===== config.mk =====
export PLATFORM = sky130hd
export DESIGN_NAME = utli_div
export DESIGN_NICKNAME = d
export VERILOG_FILES = /design/src/sv/utli_pkg.sv /design/src/sv/utli_div.sv
export SDC_FILE = /design/constraint.sdc
export NUM_CORES = 1
export LEC_CHECK = 0
export ABC_CLOCK_PERIOD_IN_PS = 7000
export BUFFER_PORTS_ARGS = -buffer_cell sky130_fd_sc_hd__buf_4
export CAP_MARGIN = 25
export CORE_UTILIZATION = 45
export CTS_CLUSTER_SIZE = 10
export DETAILED_ROUTE_END_ITERATION = 8
export PLACE_DENSITY = 0.67
export REMOVE_ABC_BUFFERS = 1
export SYNTH_ARGS = -nofsm -noshare
export SYNTH_HDL_FRONTEND = slang
export SYNTH_SLANG_ARGS = --single-unit

===== constraint.sdc =====
create_clock -name i_clk -period 7 [get_ports i_clk]
set_clock_uncertainty 0.2 [all_clocks]
set_input_delay 1.05 -clock i_clk [delete_from_list [all_inputs] [get_ports i_clk]]
set_output_delay 1.05 -clock i_clk [all_outputs]
set_load 0.05 [all_outputs]

===== src/sv/utli_pkg.sv =====
// Shared constants and types for the uniform table interpolator.
package utli_pkg;

    // Table geometry and fraction precision
    localparam int TABLE_DEPTH = 4096;
    localparam int FRAC_BITS   = 16;
    localparam int ADDR_W      = $clog2(TABLE_DEPTH);

    // Field widths fixed by the interface
    localparam int DATA_W   = 32;
    localparam int TIME_W   = 32;
    localparam int INDEX_W  = 12;
    localparam int USED_W   = 13;
    localparam int CFG_IDX_W = 2;

    // Divider geometry: quotient carries the index and the fraction together
    localparam int QUOT_W  = TIME_W + FRAC_BITS;
    localparam int CNT_W   = $clog2(QUOT_W + 1);
    localparam int REM_W   = TIME_W + 1;

    // Product of a 33-bit difference and an unsigned fraction
    localparam int DIFF_W  = DATA_W + 1;
    localparam int PROD_W  = DIFF_W + FRAC_BITS + 1;

    // Configuration register indexes
    typedef enum logic [CFG_IDX_W-1:0] {
        CFG_SAMPLE_SPACING = 2'd0,
        CFG_ENTRIES_USED   = 2'd1
    } t_cfg_idx;

    // Item modes
    localparam logic MODE_WRITE = 1'b0;
    localparam logic MODE_QUERY = 1'b1;

    localparam logic [TIME_W-1:0] SPACING_RESET = 32'd65536;

endpackage


===== src/sv/utli_div.sv =====
// Restoring shift-subtract divider, one quotient bit per cycle.
module utli_div
    import utli_pkg::*;
(
    input  logic              i_clk,
    input  logic              i_rst_n,
    input  logic              i_start,
    input  logic [QUOT_W-1:0] i_dividend,
    input  logic [TIME_W-1:0] i_divisor,
    output logic              o_done,
    output logic [QUOT_W-1:0] o_quotient
);

    logic              r_busy;
    logic              r_done;
    logic [CNT_W-1:0]  r_cnt;
    logic [REM_W-1:0]  r_rem;
    logic [QUOT_W-1:0] r_quot;
    logic [TIME_W-1:0] r_div;

    logic [REM_W-1:0]  n_shift;
    logic              n_fit;
    logic [REM_W-1:0]  n_rem;

    // Shared compare-subtract step
    always_comb begin
        n_shift = {r_rem[REM_W-2:0], r_quot[QUOT_W-1]};
        n_fit   = (n_shift >= {1'b0, r_div});
        n_rem   = n_fit ? (n_shift - {1'b0, r_div}) : n_shift;
    end

    // Sequence the steps and flag the last one
    always_ff @(posedge i_clk) begin
        if (!i_rst_n) begin
            r_busy <= 1'b0;
            r_done <= 1'b0;
            r_cnt  <= '0;
        end else begin
            r_done <= 1'b0;
            if (i_start) begin
                r_busy <= 1'b1;
                r_cnt  <= CNT_W'(QUOT_W);
            end else if (r_busy) begin
                r_cnt <= r_cnt - 1'b1;
                if (r_cnt == CNT_W'(1)) begin
                    r_busy <= 1'b0;
                    r_done <= 1'b1;
                end
            end
        end
    end

    // Datapath: remainder and quotient shift together
    always_ff @(posedge i_clk) begin
        if (i_start) begin
            r_rem  <= '0;
            r_quot <= i_dividend;
            r_div  <= i_divisor;
        end else if (r_busy) begin
            r_rem  <= n_rem;
            r_quot <= {r_quot[QUOT_W-2:0], n_fit};
        end
    end

    assign o_done     = r_done;
    assign o_quotient = r_quot;

endmodule

# After elaboration in Yosys (flattened, before gate mapping)
# Cells that the tools add are included.
# W data, S select, Z words.
dict set report totals {
  register_bits 120
  input_bits 83
}
dict set report classes {
  reduce_logical 3
  mux 9
  n_eq_ne 1
  add_sub_neg 2
  n_lt_le_gt_ge 1
  bitwise_logic 2
}
# op n
set op_table {}
lappend op_table {{$mux W48} 2}
lappend op_table {{$ge A33 B32 Y1} 1}
lappend op_table {{$mux W32} 1}
lappend op_table {{$sub A32 B32 Y32} 1}
lappend op_table {{$mux W6} 2}
lappend op_table {{$eq A6 B1 Y1 const B} 1}
lappend op_table {{$sub A6 B1 Y6 const B} 1}
lappend op_table {{$mux W1} 4}
lappend op_table {{$reduce_or A3 Y1} 1}
lappend op_table {{$not A1 Y1} 2}
lappend op_table {{$reduce_bool A2 Y1} 1}
lappend op_table {{$reduce_or A2 Y1} 1}

# Logic depth before layout (Yosys ltp)
dict set report logic_depth {
  depth_word 4
  depth_mapped 14
}

# Worst setup path after synthesis
# No wires, ideal clock.
dict set report synth_path {
  path_type {reg-to-reg}
  startpoint {reg r_quot[47], in the netlist o_quotient[47]}
  endpoint {reg r_rem[22]}
  path_stages_with_launch 12
  t_required_ns 6.712
  arrival_ns 3.052
  period_less_slack_ns 3.340
  path_buffers 0
  slack_ns 3.660
  cell_sequence {edfxtp_1 -> inv_1 -> ha_1 -> fa_1 -> nor2b_1 -> o2111ai_1 -> a2111o_1 -> a31o_2 -> a21oi_1 -> nor3_1 -> or3b_1 -> a311oi_2}
}
dict set report synth_between {
  elab_chain_cells 2
  elab_cells_between_ends 3
  cone_classes {add/sub: 1; order compare: 1; mux: 1}
}
# item line_no
set synth_rtl {}
lappend synth_rtl {{start: declaration} utli_div.sv:18} ;# logic [QUOT_W-1:0] r_quot;
lappend synth_rtl {{start signal: assignment} utli_div.sv:57} ;# r_quot <= i_dividend;
lappend synth_rtl {{start signal: assignment} utli_div.sv:61} ;# r_quot <= {r_quot[QUOT_W-2:0], n_fit};
lappend synth_rtl {{$sub A32 B32 Y32 or $ge A33 B32 Y1 (tied branches)} {utli_div.sv:29, utli_div.sv:28}}
lappend synth_rtl {{$mux W32 (*)} utli_div.sv:29} ;# n_rem = n_fit ? (n_shift - {1'b0, r_div}) : n_shift;
lappend synth_rtl {{end signal: assignment} utli_div.sv:60} ;# r_rem <= n_rem;
lappend synth_rtl {{end: declaration} utli_div.sv:17} ;# logic [REM_W-1:0] r_rem;
# Every way passes the cells marked *; elsewhere a longest branch is shown, timed or not.
# A chain may end at the register's enable or synchronous reset.

# Worst setup path in the final report
# Same ends and word-level chain as after synthesis.

==> impl_metrics.env <==
export IMPL_power_frac_seq_pct=37.5
export IMPL_slew_viol_final=0
export IMPL_dp_hpwl_um=11200
export IMPL_r2r_cells=11
export IMPL_grt_max_degree=63
export IMPL_busiest_layer="met2"
export IMPL_internal_power_mw=1.59
export IMPL_hold_ws_ns=0.293
export IMPL_cts_setup_buffers=0
export IMPL_fmax_ghz=0.300
export IMPL_yosysUniqueCellTypes=55
export IMPL_min_from="r_rem[7]"
export IMPL_syn_area_um2=6750
export IMPL_seq_area_um2=3200
export IMPL_reg2reg_to="r_rem[22]"
export IMPL_cts_root_buf="clkbuf_16"
export IMPL_drt_total_wl_um=15900
export IMPL_slowest_stage="a2111o_1"
export IMPL_drive_gt1_share_pct=28.4
export IMPL_grt_use_met3_pct=8.42
export IMPL_first_global_vias=5516
export IMPL_cts_buffers=17
export IMPL_peakVddDrop_uv=235
export IMPL_use_met1_pct=25.1
export IMPL_crit_type="reg2reg"
export IMPL_grt_antenna_before_repair=0
export IMPL_area_growth_pct=24.8
export IMPL_switchingPower_mw=0.740
export IMPL_first_pass_iters=5
export IMPL_final_common_cell="buf_4"
export IMPL_met2_usage_pct=33.5
export IMPL_fin_util_pct=57.7
export IMPL_finalNonFillerCells=975
export IMPL_io_buffers=131
export IMPL_crit_chain="inv_1 -> ha_1 -> fa_1 -> nor2b_1 -> o2111ai_1 -> a2111o_1 -> a31o_2 -> a21oi_1 -> nor3_1 -> or3b_1 -> a311oi_2"
export IMPL_layout_common_cells="buf_4, edfxtp_1, nand2_1"
export IMPL_start_util_pct=46.3
export IMPL_die_area_um2=15500
export IMPL_cp_end_kind="register"
export IMPL_hp_class="reg2reg"
export IMPL_synth_cells=662
export IMPL_ys_dominant_reg_cell="edfxtp_1"
export IMPL_cp_max_fo=4
export IMPL_die_h_um=124
export IMPL_antenna_left=0
export IMPL_clkTransAtPathRegs_ns=0.05
export IMPL_ys_ff_latch=120
export IMPL_finalInstanceArea_um2=8420
export IMPL_worstPathArrival_ns=3.46
export IMPL_num_vias=5420
export IMPL_ioPinCount=132
export IMPL_netSwitchingFraction_pct=31.8
export IMPL_grt_pass1_wl_um=26100
export IMPL_cp_required_ns=7.13
export IMPL_cts_resized=0
export IMPL_total_power_mw=2.33
export IMPL_cts_sinks=120
export IMPL_rsz0062_at_grt="no"
export IMPL_max_slew_margin_pct=49.0
export IMPL_syn_area_per_cell_um2=10.2
export IMPL_routedWlPerCell_um=16.3
export IMPL_period_needed_ns=3.33
export IMPL_hold_path_cell_count=2
export IMPL_drt_vias_per_instance=5.56
export IMPL_share_comb_of_total_power_pct=25.5
export IMPL_setup_viol=0
export IMPL_overflow=0
export IMPL_maxCapViolations=0
export IMPL_min_to="r_rem[8]"
export IMPL_routabilityCongestion=0.909
export IMPL_tightest_slew_ns=0.765
export IMPL_initialDrtViolationCount=380
export IMPL_rows=44
export IMPL_track_usage_pct=21.0
export IMPL_multi_input_area_um2=3170
export IMPL_dp_slack_ns=3.70
export IMPL_power_density_nw_per_um2=276
export IMPL_final_nets=896
export IMPL_fillCellCount=1244
export IMPL_cp_start_kind="register"
export IMPL_h_tree_depth=4
export IMPL_dpl_cell_area_um2=7840
export IMPL_num_antenna_cells=0
export IMPL_r2r_slack_ns=3.67
export IMPL_leakagePower_nw=3.60
export IMPL_dp_cells=943
export IMPL_period_share_pct=47.6
export IMPL_placeableCoreArea_um2=14600
export IMPL_drc=0
export IMPL_synth_edff_count=80
export IMPL_clock_latency_ns=0.42
export IMPL_hold_buffers=0
export IMPL_clockBufferDepth=2
export IMPL_max_stage_delay_ns=0.49
export IMPL_yosys_warnings=0
export IMPL_final_setup_tns_ns=0
export IMPL_r2r_start="o_quotient[47]"
export IMPL_final_hold_viol_count=0
export IMPL_setup_ws_ns=3.67
export IMPL_status="finished clean"
export IMPL_yosysSeqAreaShare_pct=47.5
export IMPL_cts_tree="done"
export IMPL_synthArstFlopShare_pct=0
export IMPL_clkPwrFrac_pct=37.0
export IMPL_die_w_um=124
-- worst max-delay path: cells and delay by family, from the launching register on --
family                     cells  cell delay [ns]
and+or+nand+nor                3             0.63
adders and majority gates      2             0.61
buffers and inverters          1             0.05
DFF                            1             0.37
AOI/OAI and AO/OA              5             1.38
-- worst max-delay path by stage --
| stage | from | endpoint | slack, ns |
|---|---|---|---|
| floorplan | r_busy | o_quotient[0] | 3.44 |
| global placement | r_div[4] | r_rem[30] | 3.50 |
| detailed placement | r_div[4] | r_rem[31] | 3.70 |
| CTS | r_div[4] | r_rem[31] | 3.68 |
| global route | r_div[3] | r_rem[31] | 3.40 |
| finish | o_quotient[47] | r_rem[22] | 3.67 |
-- layout make-up --
cell class	instances	area share [%]
clock buffers	18	5.10
clock inverters	14	1.80
inverters	51	2.27
multi-input cells	453	37.6
flip-flops and latches	120	38.0
well taps	184	2.73
repair buffers	135	12.4
-- cell families (layout without fill, tap and decap cells) --
| logic type | count (synthesis) | count (layout) | synth area share [%] |
|---|---|---|---|
| buffers and inverters | 89 | 218 | 5.62 |
| AOI/OAI and AO/OA | 156 | 156 | 16.1 |
| and+or+nand+nor | 188 | 188 | 12.8 |
| muxes | 49 | 49 | 8.14 |
| xor gates and xnor gates | 25 | 25 | 3.24 |
| adders and majority gates | 35 | 35 | 6.60 |
| DFF | 120 | 120 | 47.5 |
-- power by group through the flow --
stage	registers, mW	logic (mW)	clock network [mW]
6_report	0.873	0.594	0.860
5_1_grt	0.881	0.645	0.908
4_1_cts	0.874	0.593	0.878
3_5_place_dp	0.885	0.592	0
3_3_place_gp	0.885	0.574	0
2_1_floorplan	0.988	0.300	0
-- Yosys cell counts (10+ instances only) --
library cell,instances,area share (%)
nor2_1,52,2.9
buf_2,14,1.0
a21o_1,16,1.8
nand3_1,16,1.2
xor2_1,10,1.3
edfxtp_1,80,36
mux2_2,47,7.8
xnor2_1,15,1.9
a311oi_1,22,2.9
nand2_1,69,3.8
nand4_1,16,1.5
o21ai_0,22,1.6
dfxtp_1,40,12
ha_1,34,6.3
clkbuf_1,16,0.89
inv_1,51,2.8
a21oi_1,46,3.4
-- routing by layer --
metal	part of all wire, %	up-vias
met5	0	-
met4	1.6	0
met3	8.3	22
met2	46	181
met1	44	2569
li1	-	2648
-- flip-flops by register name, indices dropped and copies added (netlist names) --
| name | flops |
|---|---|
| o_quotient | 48 |
| r_div | 32 |
| r_rem | 32 |
| r_cnt | 6 |
| o_done | 1 |
| r_busy | 1 |
Note: power is estimated with default switching activity, not from simulation.
